==> src/rtl/kcq_pkg.sv <==
// Package for the keypad chord qualifier.
// Holds field widths, status and register-index codes, state and config structs.
// No dependencies.
package kcq_pkg;

    // Field widths
    localparam int MAP_BITS    = 12;
    localparam int KEY_W       = 4;
    localparam int STATUS_W    = 2;
    localparam int CNT_W       = 8;
    localparam int CNT_KEYS_W  = 4;
    localparam int CFG_ADDR_W  = 2;
    localparam int CFG_DATA_W  = 12;
    localparam int S_TDATA_W   = 16;
    localparam int M_TDATA_W   = 8;

    // Grid size defaults
    localparam int KEY_ROWS_DEF = 4;
    localparam int KEY_COLS_DEF = 3;

    // Key counts that mean something
    localparam logic [CNT_KEYS_W-1:0] SINGLE_KEY = 4'd1;
    localparam logic [CNT_KEYS_W-1:0] CHORD_KEYS = 4'd3;

    // Status codes
    localparam logic [STATUS_W-1:0] ST_IDLE  = 2'd0;
    localparam logic [STATUS_W-1:0] ST_DATA  = 2'd1;
    localparam logic [STATUS_W-1:0] ST_RESET = 2'd2;
    localparam logic [STATUS_W-1:0] ST_ERASE = 2'd3;

    // Action codes
    localparam logic ACT_SCAN = 1'b0;
    localparam logic ACT_READ = 1'b1;

    // Configuration register indexes
    localparam logic [CFG_ADDR_W-1:0] CFG_CONFIRM = 2'd0;
    localparam logic [CFG_ADDR_W-1:0] CFG_RESET_MASK = 2'd1;
    localparam logic [CFG_ADDR_W-1:0] CFG_ERASE_MASK = 2'd2;

    // Configuration reset values
    localparam logic [CNT_W-1:0]    CONFIRM_RST    = 8'd3;
    localparam logic [MAP_BITS-1:0] RESET_MASK_RST = 12'd545;
    localparam logic [MAP_BITS-1:0] ERASE_MASK_RST = 12'd2081;

    typedef struct packed {
        logic [CNT_W-1:0]    confirm_count;
        logic [MAP_BITS-1:0] reset_chord_mask;
        logic [MAP_BITS-1:0] erase_chord_mask;
    } cfg_t;

    typedef struct packed {
        logic [KEY_W-1:0]    held_key;
        logic [STATUS_W-1:0] held_status;
        logic                reset_reported;
        logic                erase_reported;
        logic [CNT_W-1:0]    chord_counter;
    } state_t;

    typedef struct packed {
        logic [STATUS_W-1:0] scan_status;
        logic [KEY_W-1:0]    key_position;
    } result_t;

    // Bits of the map that fall inside the key grid
    function automatic logic [MAP_BITS-1:0] grid_mask(input int keys);
        logic [MAP_BITS-1:0] m;
        m = '0;
        for (int b = 0; b < MAP_BITS; b++)
        begin
            m[b] = (b < keys);
        end
        return m;
    endfunction

endpackage

==> src/rtl/keypad_chord_qualifier.sv <==
// Keypad chord qualifier top level: config registers, state, output register.
// Depends on kcq_pkg and kcq_step.
//
//  channel | direction | handshake          | payload
//  s       | in        | s_tvalid/s_tready  | tuser[0] action, tdata[11:0] pressed_map
//  m       | out       | m_tvalid/m_tready  | tuser[1:0] scan_status, tdata[3:0] key_position
//  cfg     | in        | cfg_we             | cfg_addr index, cfg_wdata value
//
// One transaction per cycle unless the output stalls; the result appears in the
// cycle after acceptance. The state update and result are computed in the accept
// cycle by kcq_step and land in the state and output registers at the same edge.
// s_tready is high while the output register is empty or being drained.
// Reset clears state to zero and config to its defaults; no clearing pass.
module keypad_chord_qualifier #(
    parameter int KEY_ROWS = kcq_pkg::KEY_ROWS_DEF,
    parameter int KEY_COLS = kcq_pkg::KEY_COLS_DEF
) (
    input  logic                            clk,
    input  logic                            rst_n,
    input  logic                            s_tvalid,
    output logic                            s_tready,
    input  logic [kcq_pkg::S_TDATA_W-1:0]   s_tdata,   // [11:0] pressed_map, rest zero
    input  logic                            s_tuser,   // [0] action
    output logic                            m_tvalid,
    input  logic                            m_tready,
    output logic [kcq_pkg::M_TDATA_W-1:0]   m_tdata,   // [3:0] key_position, rest zero
    output logic [kcq_pkg::STATUS_W-1:0]    m_tuser,   // [1:0] scan_status
    input  logic                            cfg_we,
    input  logic [kcq_pkg::CFG_ADDR_W-1:0]  cfg_addr,
    input  logic [kcq_pkg::CFG_DATA_W-1:0]  cfg_wdata
);

    kcq_pkg::cfg_t    cfg_reg;
    kcq_pkg::state_t  state_reg;
    kcq_pkg::state_t  state_next;
    kcq_pkg::result_t result_next;
    kcq_pkg::result_t out_reg;
    logic             out_valid_reg;
    logic             s_fire;

    assign s_tready = !out_valid_reg || m_tready;
    assign s_fire   = s_tvalid && s_tready;

    // Configuration writes; unknown indexes are dropped
    always_ff @(posedge clk or negedge rst_n)
    begin
        if (!rst_n)
        begin
            cfg_reg.confirm_count    <= kcq_pkg::CONFIRM_RST;
            cfg_reg.reset_chord_mask <= kcq_pkg::RESET_MASK_RST;
            cfg_reg.erase_chord_mask <= kcq_pkg::ERASE_MASK_RST;
        end
        else if (cfg_we)
        begin
            unique case (cfg_addr)
                kcq_pkg::CFG_CONFIRM:
                    cfg_reg.confirm_count <= cfg_wdata[kcq_pkg::CNT_W-1:0];
                kcq_pkg::CFG_RESET_MASK:
                    cfg_reg.reset_chord_mask <= cfg_wdata[kcq_pkg::MAP_BITS-1:0];
                kcq_pkg::CFG_ERASE_MASK:
                    cfg_reg.erase_chord_mask <= cfg_wdata[kcq_pkg::MAP_BITS-1:0];
                default:
                    ;
            endcase
        end
    end

    kcq_step #(
        .KEY_ROWS (KEY_ROWS),
        .KEY_COLS (KEY_COLS)
    ) u_step (
        .action      (s_tuser),
        .pressed_map (s_tdata[kcq_pkg::MAP_BITS-1:0]),
        .cfg         (cfg_reg),
        .state       (state_reg),
        .state_next  (state_next),
        .result      (result_next)
    );

    // Held state
    always_ff @(posedge clk or negedge rst_n)
    begin
        if (!rst_n)
        begin
            state_reg <= '0;
        end
        else if (s_fire)
        begin
            state_reg <= state_next;
        end
    end

    // Output register
    always_ff @(posedge clk or negedge rst_n)
    begin
        if (!rst_n)
        begin
            out_valid_reg <= 1'b0;
        end
        else if (s_fire)
        begin
            out_valid_reg <= 1'b1;
        end
        else if (m_tready)
        begin
            out_valid_reg <= 1'b0;
        end
    end

    always_ff @(posedge clk)
    begin
        if (s_fire)
        begin
            out_reg <= result_next;
        end
    end

    assign m_tvalid = out_valid_reg;
    assign m_tuser  = out_reg.scan_status;
    assign m_tdata  = {{(kcq_pkg::M_TDATA_W - kcq_pkg::KEY_W){1'b0}}, out_reg.key_position};

`ifndef SYNTHESIS
    a_read_clears: assert property (@(posedge clk) disable iff (!rst_n)
        s_fire && (s_tuser == kcq_pkg::ACT_READ) |=>
            (state_reg.held_status == kcq_pkg::ST_IDLE) && (state_reg.held_key == '0))
        else $error("read did not clear held key and status");

    a_result_follows: assert property (@(posedge clk) disable iff (!rst_n)
        s_fire |=> m_tvalid)
        else $error("accepted transaction produced no result");

    a_reset_flag: assert property (@(posedge clk) disable iff (!rst_n)
        (state_reg.held_status == kcq_pkg::ST_RESET) |-> state_reg.reset_reported)
        else $error("reset event held without its reported flag");

    a_erase_flag: assert property (@(posedge clk) disable iff (!rst_n)
        (state_reg.held_status == kcq_pkg::ST_ERASE) |-> state_reg.erase_reported)
        else $error("erase event held without its reported flag");

    a_key_range: assert property (@(posedge clk) disable iff (!rst_n)
        m_tvalid |-> (out_reg.key_position <= kcq_pkg::KEY_W'(kcq_pkg::MAP_BITS)))
        else $error("key position beyond the map");
`endif

endmodule

==> src/rtl/kcq_step.sv <==
// Next-state and result logic for one keypad transaction.
// Pure combinational; depends on kcq_pkg.
module kcq_step #(
    parameter int KEY_ROWS = kcq_pkg::KEY_ROWS_DEF,
    parameter int KEY_COLS = kcq_pkg::KEY_COLS_DEF
) (
    input  logic                          action,
    input  logic [kcq_pkg::MAP_BITS-1:0]  pressed_map,
    input  kcq_pkg::cfg_t                 cfg,
    input  kcq_pkg::state_t               state,
    output kcq_pkg::state_t               state_next,
    output kcq_pkg::result_t              result
);

    localparam logic [kcq_pkg::MAP_BITS-1:0] GRID_MASK =
        kcq_pkg::grid_mask(KEY_ROWS * KEY_COLS);

    logic [kcq_pkg::MAP_BITS-1:0]   keys;
    logic [kcq_pkg::CNT_KEYS_W-1:0] n_keys;
    logic [kcq_pkg::KEY_W-1:0]      first_pos;
    logic                           reset_hit;
    logic                           erase_hit;
    logic [kcq_pkg::CNT_W-1:0]      cnt_inc;
    logic                           reached;

    assign keys = pressed_map & GRID_MASK;

    // Key count
    always_comb
    begin
        n_keys = '0;
        for (int i = 0; i < kcq_pkg::MAP_BITS; i++)
        begin
            n_keys = n_keys + kcq_pkg::CNT_KEYS_W'(keys[i]);
        end
    end

    // Row-major priority: lowest set bit wins, reported as index plus one
    always_comb
    begin
        first_pos = '0;
        for (int i = kcq_pkg::MAP_BITS - 1; i >= 0; i--)
        begin
            if (keys[i])
            begin
                first_pos = kcq_pkg::KEY_W'(i + 1);
            end
        end
    end

    // Chord match against armed chords; reset chord has priority
    assign reset_hit = ((keys & cfg.reset_chord_mask) == cfg.reset_chord_mask)
                       && !state.reset_reported;
    assign erase_hit = ((keys & cfg.erase_chord_mask) == cfg.erase_chord_mask)
                       && !state.erase_reported;
    assign cnt_inc   = state.chord_counter + 1'b1;
    assign reached   = (cnt_inc == cfg.confirm_count);

    always_comb
    begin
        state_next = state;
        if (action == kcq_pkg::ACT_READ)
        begin
            state_next.held_key    = '0;
            state_next.held_status = kcq_pkg::ST_IDLE;
        end
        else if (n_keys == kcq_pkg::SINGLE_KEY)
        begin
            state_next.held_key       = first_pos;
            state_next.held_status    = kcq_pkg::ST_DATA;
            state_next.reset_reported = 1'b0;
            state_next.erase_reported = 1'b0;
            state_next.chord_counter  = '0;
        end
        else if (n_keys == kcq_pkg::CHORD_KEYS)
        begin
            if (reset_hit || erase_hit)
            begin
                state_next.chord_counter = reached ? '0 : cnt_inc;
                if (reached && reset_hit)
                begin
                    state_next.held_status    = kcq_pkg::ST_RESET;
                    state_next.reset_reported = 1'b1;
                end
                else if (reached)
                begin
                    state_next.held_status    = kcq_pkg::ST_ERASE;
                    state_next.erase_reported = 1'b1;
                end
            end
            else
            begin
                state_next.held_status = kcq_pkg::ST_IDLE;
            end
        end
        else
        begin
            state_next.held_status    = kcq_pkg::ST_IDLE;
            state_next.reset_reported = 1'b0;
            state_next.erase_reported = 1'b0;
            state_next.chord_counter  = '0;
        end
    end

    // A read returns the held values before the clear, a scan after the update
    always_comb
    begin
        if (action == kcq_pkg::ACT_READ)
        begin
            result.scan_status  = state.held_status;
            result.key_position = state.held_key;
        end
        else
        begin
            result.scan_status  = state_next.held_status;
            result.key_position = state_next.held_key;
        end
    end

endmodule

==> config.mk <==
export PLATFORM = sky130hd
export DESIGN_NAME = keypad_chord_qualifier
export DESIGN_NICKNAME = d
export VERILOG_FILES = /design/src/rtl/kcq_pkg.sv /design/src/rtl/keypad_chord_qualifier.sv /design/src/rtl/kcq_step.sv
export SDC_FILE = /design/constraint.sdc
export NUM_CORES = 1
export LEC_CHECK = 0
export BUFFER_PORTS_ARGS = -buffer_cell sky130_fd_sc_hd__buf_2
export CORE_MARGIN = 2
export CORE_UTILIZATION = 45
export CTS_CLUSTER_DIAMETER = 30
export CTS_CLUSTER_SIZE = 24
export DETAILED_ROUTE_END_ITERATION = 6
export PLACE_DENSITY_LB_ADDON = 0.25
export SYNTH_ARGS = -nofsm -noshare
export SYNTH_HDL_FRONTEND = slang
export SYNTH_SLANG_ARGS = --single-unit
==> constraint.sdc <==
create_clock -name clk -period 6.25 [get_ports clk]
set_input_delay 1.5625 -clock clk [delete_from_list [all_inputs] [get_ports clk]]
set_output_delay 1.5625 -clock clk [all_outputs]
set_load 0.02 [all_outputs]
==> results of run 1 <==
[where the power goes]
group | leakage [nW] | total (mW) | switching, mW | internal [mW]
Clock | 0.0587 | 0.246 | 0.124 | 0.122
Sequential | 0.660 | 0.461 | 0.0358 | 0.425
Combinational | 0.832 | 0.259 | 0.134 | 0.125
Total | 1.55 | 0.966 | 0.294 | 0.672
[metal layers]
layer	vias to the layer above	part of all wire (%)	track usage (%)
met5	-	0	0
met4	0	1.6	5.824
met3	6	3.7	3.412
met2	41	48	29.15
met1	1101	47	24.08
li1	1086	-	-
[worst max-delay path, delay by kind of cell]
family / cells / cell delay (ns)
compound gates: 3 / 0.45
fa+ha+maj: 6 / 2.51
buf+inv: 5 / 0.48
simple gates: 4 / 0.70
[placed cells by master, fill, tap and decap left out, types with 5 or more instances in the layout]
cell and n:
sky130_fd_sc_hd__dfstp_2 8, sky130_fd_sc_hd__nand2_1 13, sky130_fd_sc_hd__a21oi_1 12, sky130_fd_sc_hd__a22o_1 5, sky130_fd_sc_hd__mux2_2 34, sky130_fd_sc_hd__buf_2 39
sky130_fd_sc_hd__edfxtp_1 6, sky130_fd_sc_hd__fa_1 7, sky130_fd_sc_hd__inv_1 26, sky130_fd_sc_hd__nand2b_1 7, sky130_fd_sc_hd__dfrtp_1 41, sky130_fd_sc_hd__o21ai_0 14
sky130_fd_sc_hd__clkbuf_8 5, sky130_fd_sc_hd__ha_1 5, sky130_fd_sc_hd__nor2_1 14, sky130_fd_sc_hd__nor3_1 7
[cell families after synthesis]
kind of cell | after synthesis | synth area share (%)
AND/OR/NAND/NOR | 70 | 12.93
AO/OA/AOI/OAI | 65 | 14.67
flip-flops | 55 | 45.61
buffers and inverters | 39 | 5.520
multiplexers | 35 | 12.65
adder cells (fa/ha/maj) | 12 | 6.527
XOR/XNOR | 7 | 1.974
other | 1 | 0.1208
[area by class of cell]
type	instances	area, sq um	area share [%]
Clock inverter	3	47.55	1.367
Inverter	26	97.59	2.807
Sequential cell	55	1416	40.73
Multi-Input combinational cell	193	1529	43.97
Timing Repair Buffer	42	217.7	6.261
Tap cell	80	100.1	2.879
Clock buffer	5	68.82	1.979
[metrics by stage]
| step | instances | hold WS [ns] | power, mW | worst slack, ns | util [%] |
|---|---|---|---|---|---|
| floorplan | 287 | 0.4633 | 0.6538 | 0.5658 | - |
| global placement | 396 | 0.4876 | 0.7198 | 0.4304 | 50.02 |
| detailed placement | 396 | 0.4897 | 0.7296 | 0.3757 | 50.02 |
| CTS | 404 | 0.5140 | 0.9753 | 0.7177 | 51.75 |
| global route | 404 | 0.5355 | 1.029 | 0.4400 | 51.75 |
| finish | 404 | 0.5107 | 0.9661 | 0.7293 | 51.75 |
[worst paths after layout]
kind / start / end / slack [ns] / cells after the start
min in group asynchronous: rst_n / state_reg[2] / 1.33 / 2
min reg2reg: state_reg[11] / state_reg[11] / 0.51 / 2
max: s_tdata[0] / state_reg[7] / 0.73 / 18
min: state_reg[11] / state_reg[11] / 0.51 / 2
max in group asynchronous: rst_n / cfg_reg[19] / 4.50 / 2
max reg2reg: state_reg[0] / m_tuser[0] / 3.30 / 7
==> results.md, run 1 <==
- The top-area cell type share of the netlist area is 33.04%.
- Setup violations remaining at the end of the flow were counted as 0.
- The commonest cells after synthesis are 41 x sky130_fd_sc_hd__dfrtp_1, 34 x sky130_fd_sc_hd__mux2_2, 26 x sky130_fd_sc_hd__inv_1.
- The first detailed-routing pass ran for 4 iterations.
- The first global-routing pass estimated 10.56 mm of wire.
- By area the synthesized netlist is led by sky130_fd_sc_hd__dfrtp_1 33%, sky130_fd_sc_hd__mux2_2 12%, sky130_fd_sc_hd__dfstp_2 6.8%.
- The worst max-slew margin expressed relative to the limit is 23.73%.
- For this run, the total global-route usage over all layers was measured as 17.89%.
- The worst setup path is launched from an input pin.
- The fmax is 181.1 MHz.
- The number of buffer cells added on primary ports is 39.
- The synthesized design spends more area on one cell type than any other, namely sky130_fd_sc_hd__dfrtp_1.
- The maximum VDD drop is 0.1486 mV.
- In this run the clock root is driven by a sky130_fd_sc_hd__clkbuf_8.
- The count of H-tree levels built during CTS is 2.
- The sequential area share after synthesis is 45.61%.
- The average instance in the mapped netlist occupies 10.93 sq um.
- The total leakage power is 1.550 nW.
- The smallest clock period supported by the final layout is computed as 5.521 ns.
- After routing the design area is 3477 sq um.
- After clock tree synthesis, the flow added hold-fix buffers numbering 0.
- The clock latency reported for the late side of the worst-skew pair is 0.32 ns.
- The signal arrival time at the worst endpoint is 5.72 ns.
- On the worst path, the slowest cell contributes a delay of 0.51 ns.
- The TritonCTS clock tree is done.
- The number of antenna violations at the first check in global routing is 0.
- The total via count after detailed routing is 2,234.
- The share of synthesized registers carrying an async set or reset is 89.09%.
- For the worst setup path, the data required time is 6.45 ns.
- After synthesis the netlist holds a flip-flop and latch count of 55.
- The global-route congestion overflow total is 0.
- The clock transition at the registers of the reported paths is 0.10 ns.
- The total area inside the core boundary comes to 6719 sq um.
- The area added between synthesis and finish is 11.97%.
- The number of vias per cell after detailed routing is 5.530.
- The die boundary width is 87.07 microns.
- Of the available clock period, the critical path in the final layout requires 88.33%.
- Once placement finished, the instance area stood at 3361 sq um.
- The max-slew violation total from the final report came to 0.
- Dividing the detail-routed wire length by the instance count gives 15.45 microns.
- The number of setup buffers added after CTS is 0.
- In the final layout, the share of cells above drive strength 1 is 30.56%.
- The accumulated negative setup slack is 0 ns.
- The clock sink count is 55.
- The class of the worst hold path is reg -> reg.
- For this run, the number of Yosys warnings is 0.
- The number of DRC violations after detailed routing is 0.
- The type of element capturing the critical path is a flop.
- Among the stages of the critical path, the cell type that occurs most often is sky130_fd_sc_hd__fa_1.
- The tool flagged a number of max-cap violations equal to 0.
- The count of nets left with antenna violations once routing finished came out at 0.
- The pin count of the biggest net entering global routing is 50.
- Between clock sinks in the finished design, the worst skew comes to 0.007676 ns.
- Clock tree synthesis inserted a total of 5 buffers.
- The number of hold violations in the final report was 0.
- The most frequently used flop master after synthesis is sky130_fd_sc_hd__dfrtp_1.
- The worst setup path is of the in -> reg kind.
- The initial detailed-routing violation count is 153.
- The register with the most flip-flops in the layout has 32 of them.
- The final layout contains routed wiring with a total length of 6.242 mm.
- The post-synthesis cell count is 284.
- Traced cell by cell, the critical path runs through buf_2, ha_1, inv_1, fa_1, inv_1, fa_1, inv_1, fa_1, fa_1, fa_1, nor2_1, a31oi_1, nor3_1, nand2b_1, o31ai_1, buf_4, nand2b_1, o22ai_1.
- Once detailed placement completed, the half-perimeter wirelength came to 4.729 mm.
- In this run the worst path has a maximum fanout of 12.
- The final weighted congestion of routability-driven global placement is 0.8341.
- The die covers 7581 sq um.
- The mapped netlist covers 3105 sq um.
- The I/O pin total is 48.
- The number of unique standard cell types used by synthesis is 59.
- Setup repair after global routing left no endpoint under its margin.
- For this run, the post-layout net count is 371.
- The run finished with clean final reports.
- The number of buffers on the longest clock path is 2.
- The initialized floorplan defines 30 standard-cell rows.
- The dominant cell by count in the synthesized netlist is sky130_fd_sc_hd__dfrtp_1.
- The die is 87.07 microns tall.
- For this configuration, the core starts out at a cell density of 46.22%.
- After filler insertion, the fill cell instance count of the layout stands at 592.
- The total power density per cell area is 277.9 nW/um^2.
- For the pin with the worst max-slew slack, the measured transition is 1.142 ns.
- The via count of the first global-routing pass is 2,169.
- In this run, synthesis inferred 6 flip-flops with an integrated enable.
- The number of diodes is 0.
- The number of gates resized after CTS is 0.
- On the critical path, the stage with the largest delay is an instance of sky130_fd_sc_hd__fa_1.
(Power assumes the default switching activity.)
==> run 2, diff against run 1 <==
--- a/config.mk
+++ b/config.mk
@@ -6,7 +6,6 @@
 export NUM_CORES = 1
 export LEC_CHECK = 0
 export BUFFER_PORTS_ARGS = -buffer_cell sky130_fd_sc_hd__buf_2
-export CORE_MARGIN = 2
 export CORE_UTILIZATION = 45
 export CTS_CLUSTER_DIAMETER = 30
 export CTS_CLUSTER_SIZE = 24
==> results.md, run 2 (synthesized netlist as in run 1, its figures left out) <==
- The starting density of the core is 47.81% (was 46.22%).
- The worst stage delay on the critical path came to 0.51 ns (about the same).
- The non-filler instance count after layout is 401 (was 404).
- The tightest hold margin was 0.5141 ns (was 0.5107 ns).
- The fmax came to 180.2 MHz (was 181.1 MHz).
- The filler cell count in the final layout was 588 (was 592).
- The max-slew violation total from the final report came to 0 (unchanged).
- The area of all sequential standard cells is 1416 sq um (unchanged).
- The final net count is 371 (unchanged).
- The TritonCTS clock tree is done (unchanged).
- The total placed cells including tap cells is 393 (was 396).
- The slew at the pin with the worst max-slew slack was 1.207 ns (was 1.142 ns).
- The number of antenna violations at the first check in global routing is 0 (unchanged).
- The count of H-tree levels built during CTS is 2 (unchanged).
- The number of DRC violations after detailed routing is 0 (unchanged).
- The terminus of the critical flop-to-flop path was m_tuser[0] (unchanged).
- The start-to-end type of the worst setup path is in -> reg (unchanged).
- The worst max-slew margin expressed relative to the limit is 19.33% (was 23.73%).
- The clock transition at the registers of the reported paths is 0.10 ns (about the same).
- Commonest non-fill, non-tap cells in the layout: 41 x sky130_fd_sc_hd__dfrtp_1, 39 x sky130_fd_sc_hd__buf_2, 34 x sky130_fd_sc_hd__mux2_2 (unchanged).
- The final weighted congestion of routability-driven global placement came to 0.7869 (was 0.8341).
- The maximum fanout along the worst path is 12 (unchanged).
- The remaining antenna violation count after routing is 0 (unchanged).
- The library cell contributing the largest single delay on the critical path is sky130_fd_sc_hd__fa_1 (unchanged).
- The total power density per cell area was 267.7 nW/um^2 (was 277.9 nW/um^2).
- The clock latency reported for the late side of the worst-skew pair came to 0.32 ns (about the same).
- The type of element capturing the critical path is a flop (unchanged).
- The post-layout minimum cycle time is 5.549 ns (was 5.521 ns).
- The HPWL after detailed placement is 4.708 mm (was 4.729 mm).
- Unrepaired setup endpoints after global routing: no (unchanged).
- The average wire per standard cell was 15.65 microns (was 15.45 microns).
- The accumulated negative setup slack is 0 ns (unchanged).
- The core area is 6495 sq um (was 6719 sq um).
- The total power draw came to 0.9222 mW (was 0.9661 mW).
- The category of cells accounting for the largest share of critical-path delay is adder cells (unchanged).
- The global-route congestion overflow total is 0 (unchanged).
- The clock sink count came to 55 (unchanged).
- The standard-cell row count came to 29 (was 30).
- The cell seen most often among critical-path stages is sky130_fd_sc_hd__fa_1 (unchanged).
- The signal arrival time at the worst endpoint is 5.75 ns (was 5.72 ns).
- The hold path depth is 2 (unchanged).
- The endpoint of the worst hold-timing path is state_reg[11] (unchanged).
- The startpoint of the worst hold path is state_reg[11] (unchanged).
- The maximum VDD drop is 0.1366 mV (was 0.1486 mV).
- The global-route wire length before repair was 11.11 mm (was 10.56 mm).
- The share of cells above drive strength 1 was 30.56% (unchanged).
- The register-to-register setup slack is 3.35 ns (was 3.30 ns).
- The number of gates resized after CTS came to 0 (unchanged).
- The area added between synthesis and finish is 10.92% (was 11.97%).
- The detailed-router iteration count before antenna repair is 6 (was 4).
- The area of the multi-input gates is 1529 sq um (unchanged).
- The clock root buffer master is sky130_fd_sc_hd__clkbuf_8 (unchanged).
- The total routing usage reported by global routing is 19.80% (was 17.89%).
- The initial detailed-routing violation count is 155 (was 153).
- The total wire length after detailed routing was 6.276 mm (was 6.242 mm).
- The count of hold buffers inserted by post-cts repair came to 0 (unchanged).
- The launching point of the worst reg2reg path is state_reg[0] (unchanged).
- The via count of the first global-routing pass came to 2,236 (was 2,169).
- The die boundary width is 85.07 microns (was 87.07 microns).
- The total leakage power was 1.540 nW (was 1.550 nW).
- The TritonCTS buffer count is 5 (unchanged).
- The required time at the worst-slack endpoint is 6.45 ns (about the same).
- The final period utilization is 88.79% (was 88.33%).
- The area of the die is 7237 sq um (was 7581 sq um).
- The class of the worst hold path is reg -> reg (unchanged).
- The number of buffer cells added on primary ports is 39 (unchanged).
- The number of hold violations in the final report is 0 (unchanged).
- The total via count after detailed routing is 2,281 (was 2,234).
- The count of cells along the worst register-to-register path was 7 (unchanged).
- The total buffers and inverters traversed by the critical path came to 5 (unchanged).
- The placed cell area is 3357 sq um (was 3361 sq um).
- The vertical extent of the die came to 85.07 microns (was 87.07 microns).
- The most common library cell in the layout ignoring fill and taps is sky130_fd_sc_hd__dfrtp_1 (unchanged).
- The number of flip-flops under the largest register name is 32 (unchanged).
- The I/O pin total is 48 (unchanged).
- Run status: finished, final reports clean (unchanged).
- The cell area after layout is 3445 sq um (was 3477 sq um).
- The worst clock skew was 0.004699 ns (was 0.007676 ns).
- Cell chain of the critical path: buf_2, ha_1, inv_1, fa_1, inv_1, fa_1, inv_1, fa_1, fa_1, fa_1, nor2_1, a31oi_1, nor3_1, nand2b_1, o31ai_1, buf_4, nand2b_1, o22ai_1 (unchanged).
- The number of buffers on the longest clock path is 2 (unchanged).
- The number of vias per cell after detailed routing came to 5.688 (was 5.530).
- The pin count of the biggest net entering global routing is 50 (unchanged).
- The number of diodes was 0 (unchanged).
- The total setup violations reported at the end of the flow came to 0 (unchanged).
- The number of violations of the max-capacitance limit is 0 (unchanged).
- The number of setup buffers added after CTS is 0 (unchanged).
- The type of element launching the critical path is an input pin (unchanged).
run 2: cell types whose count changed in the layout (fill, tap and decap cells not counted), sizes merged:
cell,before,now
clkinv,1,2
bufinv,1,0
run 2: worst min-delay path, cell delays in order, from the launching register on:
cell                      delay (ns)
sky130_fd_sc_hd__dfrtp_1        0.36
sky130_fd_sc_hd__a21oi_1        0.04
sky130_fd_sc_hd__nor2_1         0.08
run 2: power by group:
| part | internal [mW] | switching, mW |
|---|---|---|
| clock | 0.0792 | 0.122 |
| combinational | 0.125 | 0.135 |
| sequential | 0.425 | 0.0363 |
run 2: per-layer routing:
| metal | up-vias | wire, microns | GRT usage, % |
|---|---|---|---|
| met1 | 1129 | 3011 | 27.74 |
| met5 | - | 0 | 0 |
| li1 | 1088 | - | - |
| met4 | 0 | 134 | 7.550 |
| met3 | 10 | 207 | 3.891 |
| met2 | 54 | 2923 | 30.50 |
run 2: worst max path at each step:
| stage | from | endpoint | slack, ns | cells past startpoint |
|---|---|---|---|---|
| floorplan | s_tdata[0] | m_tuser[0] | 0.57 | 17 |
| global placement | s_tdata[0] | state_reg[3] | 0.44 | 18 |
| detailed placement | s_tdata[0] | state_reg[7] | 0.37 | 18 |
| CTS | s_tdata[0] | state_reg[7] | 0.70 | 18 |
| global route | s_tdata[0] | state_reg[0] | 0.50 | 18 |
| finish | s_tdata[0] | state_reg[7] | 0.70 | 18 |
run 2: metrics by stage:
stage | setup WS [ns] | utilization, %
after global routing | 0.5020 | 53.03
after CTS | 0.7047 | 53.03
after detailed placement | 0.3679 | 51.69
final | 0.7007 | 53.03
after floorplan | 0.5658 | -
after global placement | 0.4380 | 51.69
run 2: area by class of cell:
class	count	area share (%)
well taps	77	2.797
multi-input cells	193	44.39
repair buffers	42	6.320
clock inverters	3	0.5449
flip-flops and latches	55	41.12
clock buffers	5	1.998
inverters	26	2.833
